<file path="src/sv/lbps_pkg.sv">
`timescale 1ns / 1ps

package lbps_pkg;

    // Pattern geometry.
    localparam int SEGMENTS    = 8;
    localparam int LENGTH_BITS = 4;
    localparam int PATTERN_W   = 32;
    localparam int POS_W       = $clog2(SEGMENTS + 1);
    localparam int IDX_W       = 4;

    // Action codes carried by an input item.
    typedef enum logic [1:0] {
        ACT_TICK = 2'd0,
        ACT_ONCE = 2'd1,
        ACT_LOOP = 2'd2
    } action_t;

    // Input item.
    typedef struct packed {
        logic [1:0]           action;
        logic [PATTERN_W-1:0] blink_pattern;
    } item_t;

    // Result item.
    typedef struct packed {
        logic             led_on;
        logic [IDX_W-1:0] segment_index;
    } result_t;

    // Length of the segment at a position; positions past the end or
    // fields starting beyond the pattern word read as zero.
    function automatic logic [LENGTH_BITS-1:0] seg_len(
        input logic [PATTERN_W-1:0] pattern,
        input logic [POS_W-1:0]     pos
    );
        logic [LENGTH_BITS-1:0] len;
        len = '0;
        for (int i = 0; i < SEGMENTS; i++) begin
            if (pos == POS_W'(i) && i * LENGTH_BITS < PATTERN_W) begin
                len = LENGTH_BITS'(pattern >> (i * LENGTH_BITS));
            end
        end
        return len;
    endfunction

endpackage

</file>
<file path="src/sv/lbps_core.sv">
`timescale 1ns / 1ps

module lbps_core
    import lbps_pkg::*;
(
    input  logic    clk,
    input  logic    rst_n,
    input  logic    take,
    input  item_t   item,
    output result_t result
);

    logic [PATTERN_W-1:0]   stored_pattern_reg, stored_pattern_next;
    logic [POS_W-1:0]       position_reg, position_next;
    logic                   once_pending_reg, once_pending_next;
    logic                   loop_mode_reg, loop_mode_next;
    logic [LENGTH_BITS-1:0] ticks_left_reg, ticks_left_next;
    logic                   led_level_reg, led_level_next;
    logic [LENGTH_BITS-1:0] len;

    assign len = seg_len(stored_pattern_reg, position_reg);

    // Next state for the item being transferred.
    always_comb
    begin
        stored_pattern_next = stored_pattern_reg;
        position_next       = position_reg;
        once_pending_next   = once_pending_reg;
        loop_mode_next      = loop_mode_reg;
        ticks_left_next     = ticks_left_reg;
        led_level_next      = led_level_reg;
        unique case (item.action)
            ACT_TICK:
            begin
                if (ticks_left_reg != '0) begin
                    ticks_left_next = ticks_left_reg - 1'b1;
                end else if (len != '0) begin
                    // Even segments light the LED, odd ones turn it off.
                    led_level_next  = ~position_reg[0];
                    position_next   = position_reg + 1'b1;
                    ticks_left_next = len - 1'b1;
                end else begin
                    // End of pattern: restart if requested, idle this tick.
                    if (loop_mode_reg || once_pending_reg) begin
                        position_next = '0;
                    end
                    once_pending_next = 1'b0;
                end
            end
            ACT_ONCE:
            begin
                stored_pattern_next = item.blink_pattern;
                loop_mode_next      = 1'b0;
                once_pending_next   = 1'b1;
            end
            ACT_LOOP:
            begin
                stored_pattern_next = item.blink_pattern;
                loop_mode_next      = 1'b1;
            end
            default:
            begin
                // Unused code: state is left alone.
            end
        endcase
    end

    // State registers.
    always_ff @(posedge clk or negedge rst_n)
    begin
        if (!rst_n) begin
            stored_pattern_reg <= '0;
            position_reg       <= POS_W'(SEGMENTS);
            once_pending_reg   <= 1'b0;
            loop_mode_reg      <= 1'b0;
            ticks_left_reg     <= '0;
            led_level_reg      <= 1'b0;
        end else if (take) begin
            stored_pattern_reg <= stored_pattern_next;
            position_reg       <= position_next;
            once_pending_reg   <= once_pending_next;
            loop_mode_reg      <= loop_mode_next;
            ticks_left_reg     <= ticks_left_next;
            led_level_reg      <= led_level_next;
        end
    end

    // The result shows the state after this item.
    assign result.led_on        = led_level_next;
    assign result.segment_index = IDX_W'(position_next);

endmodule

</file>
<file path="src/sv/led_blink_pattern_sequencer_top.sv">
`timescale 1ns / 1ps
// Output: each result is registered and appears in the cycle after its item's transfer.
// Throughput: one item per cycle; the input stalls only while a result is
// held and the output side stalls.
// Reset: asynchronous, active low; the pattern is finished, the LED is off,
// no pattern is stored and no result is pending.

module led_blink_pattern_sequencer_top
    import lbps_pkg::*;
(
    input  logic    clk,
    input  logic    rst_n,
    input  logic    item_valid,
    output logic    item_stall,
    input  item_t   item,
    output logic    result_valid,
    input  logic    result_stall,
    output result_t result
);

    logic    take;
    logic    result_valid_reg;
    result_t result_reg;
    result_t core_result;

    // An item may enter whenever the output register is free or draining.
    assign item_stall = result_valid_reg && result_stall;
    assign take       = item_valid && !item_stall;

    lbps_core u_core (
        .clk    (clk),
        .rst_n  (rst_n),
        .take   (take),
        .item   (item),
        .result (core_result)
    );

    // Output register.
    always_ff @(posedge clk or negedge rst_n)
    begin
        if (!rst_n) begin
            result_valid_reg <= 1'b0;
        end else if (take) begin
            result_valid_reg <= 1'b1;
        end else if (!result_stall) begin
            result_valid_reg <= 1'b0;
        end
    end

    always_ff @(posedge clk)
    begin
        if (take) begin
            result_reg <= core_result;
        end
    end

    assign result_valid = result_valid_reg;
    assign result       = result_reg;

endmodule

</file>
<file path="config.mk">
export PLATFORM = sky130hd
export DESIGN_NAME = led_blink_pattern_sequencer_top
export DESIGN_NICKNAME = d
export VERILOG_FILES = /design/src/sv/lbps_pkg.sv /design/src/sv/lbps_core.sv /design/src/sv/led_blink_pattern_sequencer_top.sv
export SDC_FILE = /design/constraint.sdc
export NUM_CORES = 1
export LEC_CHECK = 0
export BUFFER_PORTS_ARGS = -buffer_cell sky130_fd_sc_hd__buf_2
export CAP_MARGIN = 20
export CORE_MARGIN = 2
export CORE_UTILIZATION = 46
export DETAILED_ROUTE_END_ITERATION = 10
export HOLD_SLACK_MARGIN = 0.08
export PLACE_DENSITY = 0.73
export RECOVER_POWER = 50
export SYNTH_ARGS = -nofsm -noshare
export SYNTH_HDL_FRONTEND = slang
export SYNTH_SLANG_ARGS = --single-unit
</file>
<file path="constraint.sdc">
create_clock -name clk -period 3.5 [get_ports clk]
set_clock_uncertainty 0.15 [all_clocks]
set_input_delay 0.7 -clock clk [delete_from_list [all_inputs] [get_ports clk]]
set_output_delay 0.7 -clock clk [all_outputs]
set_load 0.005 [all_outputs]
</file>
== After elaboration in Yosys (flattened, before gate mapping) ==
Index checks and enable logic that the tools add are counted.
Word-level totals
  output and inout port bits: 7
  logic and storage cells: 64
  register bits: 49
Operators by class
  equal/unequal tests: 12
  muxes and demuxes: 23
  reduce and logical (&&, ||, !) cells: 16
  bitwise gates (word level): 1
  add/subtract/negate cells: 3
Operator list (number)
  4-bit two-way mux: 14
  4-bit by 3-bit == test with 1-bit output, second input constant: 4
  4-bit by 2-bit == test with 1-bit output, second input constant: 2
  4-bit nonzero test: 2
  4-bit by 1-bit subtractor with 4-bit output, second input constant: 2
  1-bit two-way mux: 7
  2-bit nonzero test: 3
  4-bit by 1-bit adder with 4-bit output, second input constant: 1
  4-bit by 1-bit == test with 1-bit output, second input constant: 1
  4-bit logical NOT: 1
  2-bit != test, second input constant: 2
  1-bit one-hot mux with 2 select lines: 2
  2-bit AND reduction: 2
  4-bit AND reduction: 1
  3-bit AND reduction: 1
  2-bit by 1-bit == test with 1-bit output, second input constant: 1
  2-bit == test, second input constant: 1
  1-bit logical AND: 2
  2-bit logical NOT: 1
  2-bit by 1-bit != test with 1-bit output, second input constant: 1
  2-bit OR reduction: 1
  1-bit logical NOT: 1
  1-bit logical OR: 1
  1-bit NOT: 1

== Longest topological paths before layout ==
Gate-level depths: netlist (run 1).
  depth after elaboration: 13
  depth in mapped cells: 14
  depth with buffers taken out: 11

== By module ==
A second synthesis (run 1) with hierarchy kept.
Unflattened totals
  cells, all modules: 241
  area total of the unflattened synthesis: 2636.3 um^2
By module, submodules not included
  lbps_core: times used 1, cells an instance 232, seq. area each 1077.3 um^2, area an instance 2436.1 um^2
  led_blink_pattern_sequencer_top: times used 1, cells an instance 9, seq. area each 175.2 um^2, area an instance 200.2 um^2

== Worst setup path before layout (run 1) ==
Ideal clock, no wire load.
  path kind: register -> register
  start point: register u_core.position_reg[0]
  end point: register result_reg (netlist bit result[1]), data pin
  cell stages (with the launch flop): 9
  slack: 0.889 ns
  buffers on the path: 0
  data required time: 3.094 ns
  arrival time: 2.205 ns
  library setup time: 0.256 ns
  cells stage by stage: dfrtp_1 > inv_1 > ha_1 > or2_4 > a221o_1 > a32oi_2 > o2bb2ai_2 > o31a_1 > a22o_1
RTL lines
  start: declaration: RTL line lbps_core.sv:14  | logic [POS_W-1:0] position_reg, position_next;
  start signal: assignment: RTL line lbps_core.sv:73  | position_reg <= POS_W'(SEGMENTS);
  start signal: assignment: RTL line lbps_core.sv:80  | position_reg <= position_next;
  end signal: assignment: RTL line led_blink_pattern_sequencer_top.sv:53  | result_reg <= core_result;
  end: declaration: RTL line led_blink_pattern_sequencer_top.sv:23  | result_t result_reg;

== Worst setup path in the final report (run 1) ==
  start point: register u_core.position_reg[1]
  end point: register u_core.ticks_left_reg[2]
Between the ends
  word-level cells in the longest chain between the ends: 12
Ends and longest elaborated chain
  4-bit logical NOT: RTL line lbps_pkg.sv:40  | if (pos == POS_W'(i) && i * LENGTH_BITS < PATTERN_W) begin
  4-bit two-way mux (7 in series): RTL line lbps_pkg.sv:40
  4-bit two-way mux *: RTL line lbps_pkg.sv:40
  4-bit by 1-bit subtractor with 4-bit output or 4-bit nonzero test (tied branches): RTL line lbps_core.sv:41, lbps_core.sv:37
  4-bit two-way mux or 2-bit nonzero test (tied branches)
  4-bit two-way mux or 3-bit AND reduction (tied branches)
  end signal: assignment: RTL line lbps_core.sv:83  | ticks_left_reg <= ticks_left_next;
  end: declaration: RTL line lbps_core.sv:17  | logic [LENGTH_BITS-1:0] ticks_left_reg, ticks_left_next;
Mark *: on every way between the ends. The rest lies on a longest branch, timed or not. The select of a mux whose other input is x is not followed.
A chain may end at the register's enable or synchronous reset.

==> impl_metrics.yaml, run 1 <==
synthesis:
  synth_top_area_frac: 0.411
  yosys.area_share.xor_xnor: 0
  synth_top_family_by_area: "compound AO/OA/AOI/OAI gates"
  synth_fp_nets: 267
  ys_types: 63
  ys_top_cells_by_area: "dfrtp_1 41%, mux2_2 14%, edfxtp_1 5.7%"
  avgSynthCellArea_um2: 11.8
  netlist_instances: 221
  async_reset_ff_frac: 0.898
  yosys-top-cells-count: "43 x dfrtp_1, 33 x mux2_2, 12 x nand2_1"
  yosys-mux-area-fraction: 0.146
  synth_compound_area_frac: 0.180
  synth_edf_count: 5
  synth_fa_ha_area_frac: 0.0382
  synth_flop_cell: "dfrtp_1"
  synth_seq_cells: 49
  netlist_area_um2: 2620
  yosysMostFrequentCell: "dfrtp_1"
  yosysWarnings: 0
  yosys.area_share.simple: 0.120
  yosysTopAreaCell: "dfrtp_1"
  ys_seq_area_frac: 0.478
routing:
  vias: 1895
  routed_wl_um: 5420
  drt-vias-per-instance: 5.64
  ant_nets: 0
  wl_per_cell_um: 16.1
  first_pass_iters: 4
  drc: 0
  drt_iter0_markers: 138
place:
  gp_congestion: 0.929
  dp_hpwl_um: 3860
  place_ws_ps: 431
  numPortBuffers: 44
global_route:
  gr-total-overflow: 0
  grt_start_max_net_pins: 45
  grt_pass1_vias: 1781
  globalRouteTotalUtil: 0.176
  grt_pass1_wl_um: 8690
  antenna_found_initial: 0
timing:
  max_slew_margin: 0.153
  tightestPinTransition_ps: 1270
  setup_viol: 0
  finalCritPeriodShare: 0.886
  finalWorstSetupSlack_ps: 399
  max_freq_mhz: 322
  hold_violations: 0
  timing.final.crit_period_ps: 3100
  maxSlewViolCount: 0
  rsz0062_at_grt: "no"
  final.setup.tns_ps: 0
clocking:
  numCtsBuffers: 5
  cts_sinks: 49
  cts.path.max_buffers: 2
  clkTransAtPathRegs_ps: 90
  postCtsHoldBufs: 0
  clock_latency_ps: 300
  cts-root-buf: "clkbuf_8"
  htree_num_levels: 2
  cts_setup_buffers: 0
  tritoncts: "built"
  post_cts_resized: 0
worst_setup_path:
  cpPeakStageDelay_ps: 480
  start_kind: "flip-flop"
  crit_path_max_fanout: 11
  critPathRequiredTime_ps: 3520
  critical_path_class: "reg -> reg"
  path_cells: "inv_1, ha_1, nor2b_1, a221oi_1, nor2_1, o32a_1, a21oi_1, ha_1, a31o_2, a21oi_1, a211oi_1"
  critPathArrivalTime_ps: 3120
  cp-end-kind: "flip-flop"
  critical_path.slowest_cell: "dfrtp_1"
outcome:
  outcome: "complete, no violations"
die:
  dieWidth_um: 79.4
  die_y_um: 79.4
  placementRows: 27
  die-area_um2: 6310
  initial_core_util: 0.475
  core-area_um2: 5510
  pin_count: 45
power:
  leakage_nw: 1.29
  vdd_drop_max_mv: 0.257
  p_per_area_nw_per_um2: 727
finish:
  diodes: 0
  synthToLayoutAreaGrowth_pct: 13.9
  drive_gt1_frac: 0.402
  nets: 309
  largest_reg_flops: 32
hold_path:
  hp-class: "reg -> reg"
job:
  maxCapViolCount: 0
==> worst max-delay path: cells and delay by family, from the launching register on <==
kind            cells  cell delay [ps]
flops               1              480
compound gates      6             1160
simple gates        2              540
buf+inv             1              100
fa+ha+maj           2              540
==> logic make-up after synthesis <==
logic type,Yosys count
compound gates,57
fa+ha+maj,8
simple gates,54
mux,34
buf+inv,19
flops,49
==> metrics by stage <==
| step | hold slack (ps) | util | std cells | total power, mW | instance area [µm²] |
|---|---|---|---|---|---|
| after floorplan | 254 | - | 221 | 1.57 | 2620 |
| after global placement | 342 | 0.520 | 327 | 1.74 | 2870 |
| after detailed placement | 348 | 0.520 | 327 | 1.76 | 2870 |
| after CTS | 369 | 0.541 | 335 | 2.16 | 2980 |
| after global routing | 382 | 0.541 | 336 | 2.30 | 2980 |
| final | 369 | 0.541 | 336 | 2.17 | 2980 |
==> placed cells by master (no fill, tap or decap), types with 3 or more instances in the layout <==
cell type	Yosys	routed
nor2_1	10	10
nand2_1	12	12
clkbuf_8	0	6
dfrtp_1	43	43
inv_1	7	7
nor2b_1	6	6
a21oi_1	9	9
o22ai_1	4	4
nor3_1	3	3
ha_1	8	8
mux2_2	33	33
a221oi_1	3	3
nand2b_1	3	3
buf_2	2	43
o21ai_0	5	5
edfxtp_1	5	5
==> final cells by class <==
cell class | count | area, µm²
fillers | 466 | 2520
multi-input cells | 153 | 1260
flip-flops and latches | 49 | 1250
repair buffers | 46 | 230
clock buffers | 7 | 108
well taps | 72 | 90.1
inverters | 8 | 30.0
clock inverters | 1 | 6.26
==> report_power, final <==
part           total [mW]  switching (mW)  internal [mW]
sequential          0.868           0.133          0.735
clock               0.396           0.192          0.204
combinational       0.903           0.510          0.393
total                2.17           0.835           1.33
==> path summary, 6_finish.rpt <==
check,to,slack [ps],depth (start not counted),start
worst min register to register,u_core.loop_mode_reg,370,1,u_core.loop_mode_reg
worst max register to register,u_core.ticks_left_reg[2],400,11,u_core.position_reg[1]
max in group asynchronous,u_core.stored_pattern_reg[3],1070,2,rst_n
min in group asynchronous,u_core.loop_mode_reg,420,1,rst_n
worst min-delay path,u_core.loop_mode_reg,370,1,u_core.loop_mode_reg
worst max-delay path,u_core.ticks_left_reg[2],400,11,u_core.position_reg[1]
==> layer usage <==
| metal | vias to the layer above | GRT usage | share of wire |
|---|---|---|---|
| li1 | 906 | - | - |
| met1 | 933 | 0.245 | 0.46 |
| met2 | 47 | 0.277 | 0.48 |
| met3 | 9 | 0.0305 | 0.038 |
| met4 | 0 | 0.0655 | 0.018 |
| met5 | - | 0 | 0 |
Power figures use the tool's default switching activity.
==> inputs of run 2 (changes only) <==
--- a/config.mk
+++ b/config.mk
@@ -9,6 +9,7 @@
 export CAP_MARGIN = 20
 export CORE_MARGIN = 2
 export CORE_UTILIZATION = 46
+export CTS_BUF_LIST = sky130_fd_sc_hd__clkbuf_8
 export DETAILED_ROUTE_END_ITERATION = 10
 export HOLD_SLACK_MARGIN = 0.08
 export PLACE_DENSITY = 0.73
==> impl_metrics.yaml, run 2 (synthesis gave the netlist of run 1 again) <==
outcome:
  outcome: "complete, no violations"
finish:
  largest_reg_flops: 32
  synthToLayoutAreaGrowth_pct: 14.1
  regArea_um2: 1250
  layout_common_cells: "43 x buf_2, 43 x dfrtp_1, 33 x mux2_2"
  drive_gt1_frac: 0.402
  nets: 309
  multi_input_area_um2: 1260
  final_area_um2: 2990
  finalNonFillerCells: 336
  diodes: 0
  fillers: 466
routing:
  first_pass_iters: 4
  drc: 0
  vias: 1896
  drt-vias-per-instance: 5.64
  wl_per_cell_um: 16.1
  routed_wl_um: 5410
  ant_nets: 0
  drt_iter0_markers: 140
die:
  core-area_um2: 5510
  pin_count: 45
  die_y_um: 79.4
  dieWidth_um: 79.4
  die-area_um2: 6310
  initial_core_util: 0.475
  placementRows: 27
power:
  vdd_drop_max_mv: 0.281
  p_per_area_nw_per_um2: 735
  leakage_nw: 1.29
  p_total_mw: 2.20
timing:
  finalWorstSetupSlack_ps: 391
  max_freq_mhz: 322
  setup_viol: 0
  max_slew_margin: 0.154
  hold_violations: 0
  maxSlewViolCount: 0
  tightestPinTransition_ps: 1270
  finalCritPeriodShare: 0.888
  final.setup.tns_ps: 0
  timing.final.crit_period_ps: 3110
  rsz0062_at_grt: "no"
worst_setup_path:
  critical_path_class: "reg -> reg"
  rr_worst_depth: 11
  crit_path_max_fanout: 11
  critPathRequiredTime_ps: 3520
  critPathArrivalTime_ps: 3130
  start_kind: "flip-flop"
  cp-end-kind: "flip-flop"
hold_path:
  min_path_cells: 1
  hp-class: "reg -> reg"
clocking:
  postCtsHoldBufs: 0
  cts-root-buf: "clkbuf_8"
  tritoncts: "built"
  post_cts_resized: 0
  cts_sinks: 49
  cts.path.max_buffers: 2
  numCtsBuffers: 5
  cts_setup_buffers: 0
  clock_latency_ps: 300
  clkTransAtPathRegs_ps: 90
  htree_num_levels: 2
place:
  numPortBuffers: 44
  dp_hpwl_um: 3860
  dp_cells: 327
  gp_congestion: 0.929
  place_ws_ps: 431
  placed_area_um2: 2870
global_route:
  antenna_found_initial: 0
  grt_pass1_vias: 1781
  grt_start_max_net_pins: 45
  globalRouteTotalUtil: 0.176
  gr-total-overflow: 0
  grt_pass1_wl_um: 8690
job:
  maxCapViolCount: 0
## run 2: changes by cell type in the layout (fill, tap and decap cells not counted), sizes merged
cell,previous run,this run
bufinv,0,1
clkbuf,9,8
## run 2: final timing paths
check                                                     to  slack [ps]              startpoint
worst max-delay path                u_core.ticks_left_reg[2]         390  u_core.position_reg[1]
worst min register to register          u_core.loop_mode_reg         370    u_core.loop_mode_reg
worst max register to register      u_core.ticks_left_reg[2]         390  u_core.position_reg[1]
min in group asynchronous               u_core.loop_mode_reg         420                   rst_n
max in group asynchronous       u_core.stored_pattern_reg[3]        1070                   rst_n
worst min-delay path                    u_core.loop_mode_reg         370    u_core.loop_mode_reg
## run 2: cell type report
type	count	share of cell area
multi-input cells	153	0.424
flip-flops and latches	49	0.419
repair buffers	46	0.0771
well taps	72	0.0302
clock buffers	6	0.0276
clock inverters	2	0.0121
inverters	8	0.0101
## run 2: routing by layer
layer / GRT usage / wire, µm
met1: 0.245 / 2540
met2: 0.277 / 2600
met3: 0.0305 / 164
met4: 0.0655 / 96
met5: 0 / 0
## run 2: power by group
group	leakage, nW	internal [mW]	switching [mW]
Clock	0.0617	0.233	0.192
Combinational	0.679	0.393	0.509
Sequential	0.549	0.735	0.134
Total	1.29	1.36	0.834
## run 2: critical path, cell delays in order (launching register included)
cell and delay, ps:
dfrtp_1 480, inv_1 100, ha_1 310, nor2b_1 410, a221oi_1 140, nor2_1 140, o32a_1 470, a21oi_1 140
ha_1 230, a31o_2 210, a21oi_1 140, a211oi_1 60
## run 2: through the flow
step,util,hold WS (ps)
3_5_place_dp,0.520,348
6_report,0.542,368
3_3_place_gp,0.520,342
2_1_floorplan,-,254
4_1_cts,0.542,369
5_1_grt,0.542,382
==> inputs of run 3 (changes only) <==
--- a/config.mk
+++ b/config.mk
@@ -12,7 +12,7 @@
 export CTS_BUF_LIST = sky130_fd_sc_hd__clkbuf_8
 export DETAILED_ROUTE_END_ITERATION = 10
 export HOLD_SLACK_MARGIN = 0.08
-export PLACE_DENSITY = 0.73
+export PLACE_DENSITY = 0.76
 export RECOVER_POWER = 50
 export SYNTH_ARGS = -nofsm -noshare
 export SYNTH_HDL_FRONTEND = slang
==> constraint.sdc (replaced) <==
create_clock -name clk -period 2.8 [get_ports clk]
set_clock_uncertainty 0.15 [all_clocks]
set_input_delay 0.56 -clock clk [delete_from_list [all_inputs] [get_ports clk]]
set_output_delay 0.56 -clock clk [all_outputs]
set_load 0.005 [all_outputs]
==> impl_metrics.yaml, run 3 (synthesis gave the netlist of run 1 again) <==
outcome:
  outcome: "complete, no violations"
clocking:
  tritoncts: "built"
  cts_setup_buffers: 0
  postCtsHoldBufs: 0
  htree_num_levels: 2
  cts.path.max_buffers: 2
  clock_latency_ps: 310
  cts_sinks: 49
  clkTransAtPathRegs_ps: 90
  numCtsBuffers: 5
  cts-root-buf: "clkbuf_8"
timing:
  hold_ws_ps: 274
  max_freq_mhz: 376
  maxSlewViolCount: 0
  timing.final.crit_period_ps: 2660
  setup_viol: 0
  final.setup.tns_ps: 0
  finalCritPeriodShare: 0.951
  tightestPinTransition_ps: 1070
  max_slew_margin: 0.289
  hold_violations: 0
  finalWorstSetupSlack_ps: 137
die:
  initial_core_util: 0.475
  placementRows: 27
  die-area_um2: 6310
  dieWidth_um: 79.4
  die_y_um: 79.4
  pin_count: 45
  core-area_um2: 5510
worst_setup_path:
  cp-end-kind: "flip-flop"
  critPathRequiredTime_ps: 2830
  start_kind: "flip-flop"
  critical_path_class: "reg -> reg"
  crit_path_max_fanout: 9
  critPathArrivalTime_ps: 2690
routing:
  routed_wl_um: 5310
  wl_per_cell_um: 15.5
  ant_nets: 0
  first_pass_iters: 4
  drt_iter0_markers: 211
  vias: 1921
  drt-vias-per-instance: 5.62
  drc: 0
finish:
  largest_reg_flops: 32
  final_common_cell: "buf_2"
  layout_common_cells: "43 x buf_2, 42 x dfrtp_1, 33 x mux2_2"
  nets: 315
  drive_gt1_frac: 0.444
  synthToLayoutAreaGrowth_pct: 17.5
  diodes: 0
  finalNonFillerCells: 342
place:
  place_ws_ps: 16.3
  gp_congestion: 0.800
  dp_hpwl_um: 3900
  numPortBuffers: 44
  dp_cells: 333
global_route:
  antenna_found_initial: 0
  grt_start_max_net_pins: 45
  grt_pass1_wl_um: 8570
  globalRouteTotalUtil: 0.175
  gr-total-overflow: 0
  grt_pass1_vias: 1855
power:
  p_per_area_nw_per_um2: 922
  p_total_mw: 2.84
  leakage_nw: 1.33
  vdd_drop_max_mv: 0.375
hold_path:
  hp-class: "in -> async"
job:
  maxCapViolCount: 0
run 3: metrics by stage:
| step | cell area, µm² | util |
|---|---|---|
| floorplan | 2620 | - |
| global placement | 2910 | 0.529 |
| detailed placement | 2910 | 0.529 |
| CTS | 3020 | 0.549 |
| global route | 3080 | 0.559 |
| finish | 3080 | 0.559 |
run 3: what timing repair did:
item | CTS | global route
gates cloned | 0 | 1
pin swaps | 0 | 1
resized for setup | 1 | 9
setup endpoints to repair | 1 | 12
run 3: final cells by class:
type                       instances  area, µm²
clock buffer                       5       68.8
clock inverter                     3       42.5
fill                             473       2430
inverter                           8       30.0
multi-input combinational        154       1320
sequential                        49       1250
tap                               72       90.1
timing repair buffer              51        273
run 3: critical path: stages (launching register included):
cell and delay (ps):
dfrtp_2 460, ha_2 250, and2_4 160, a2111oi_1 370, nor2_1 70, o32a_2 260, buf_4 190, o41ai_4 410
a22o_1 210
run 3: path summary, 6_finish.rpt:
| check | from | endpoint | slack, ps | depth (start not counted) |
|---|---|---|---|---|
| setup reg to reg | u_core.position_reg[1] | result[1] | 140 | 8 |
| max in group asynchronous | rst_n | u_core.position_reg[1] | 1520 | 1 |
| min in group clk | item_valid | result_valid | 300 | 2 |
| hold / removal | rst_n | u_core.loop_mode_reg | 270 | 1 |
| setup / recovery | u_core.position_reg[1] | result[1] | 140 | 8 |
| hold reg to reg | u_core.loop_mode_reg | u_core.loop_mode_reg | 360 | 1 |
run 3: metal layers:
layer | share of wire | GRT usage
met4 | 0.016 | 0.0690
met5 | 0 | 0
met1 | 0.46 | 0.244
met3 | 0.054 | 0.0362
met2 | 0.47 | 0.267
run 3: report_power, final:
part,switching (mW),total (mW),internal [mW]
Combinational,0.693,1.26,0.566
Clock,0.233,0.497,0.264
Sequential,0.161,1.08,0.920
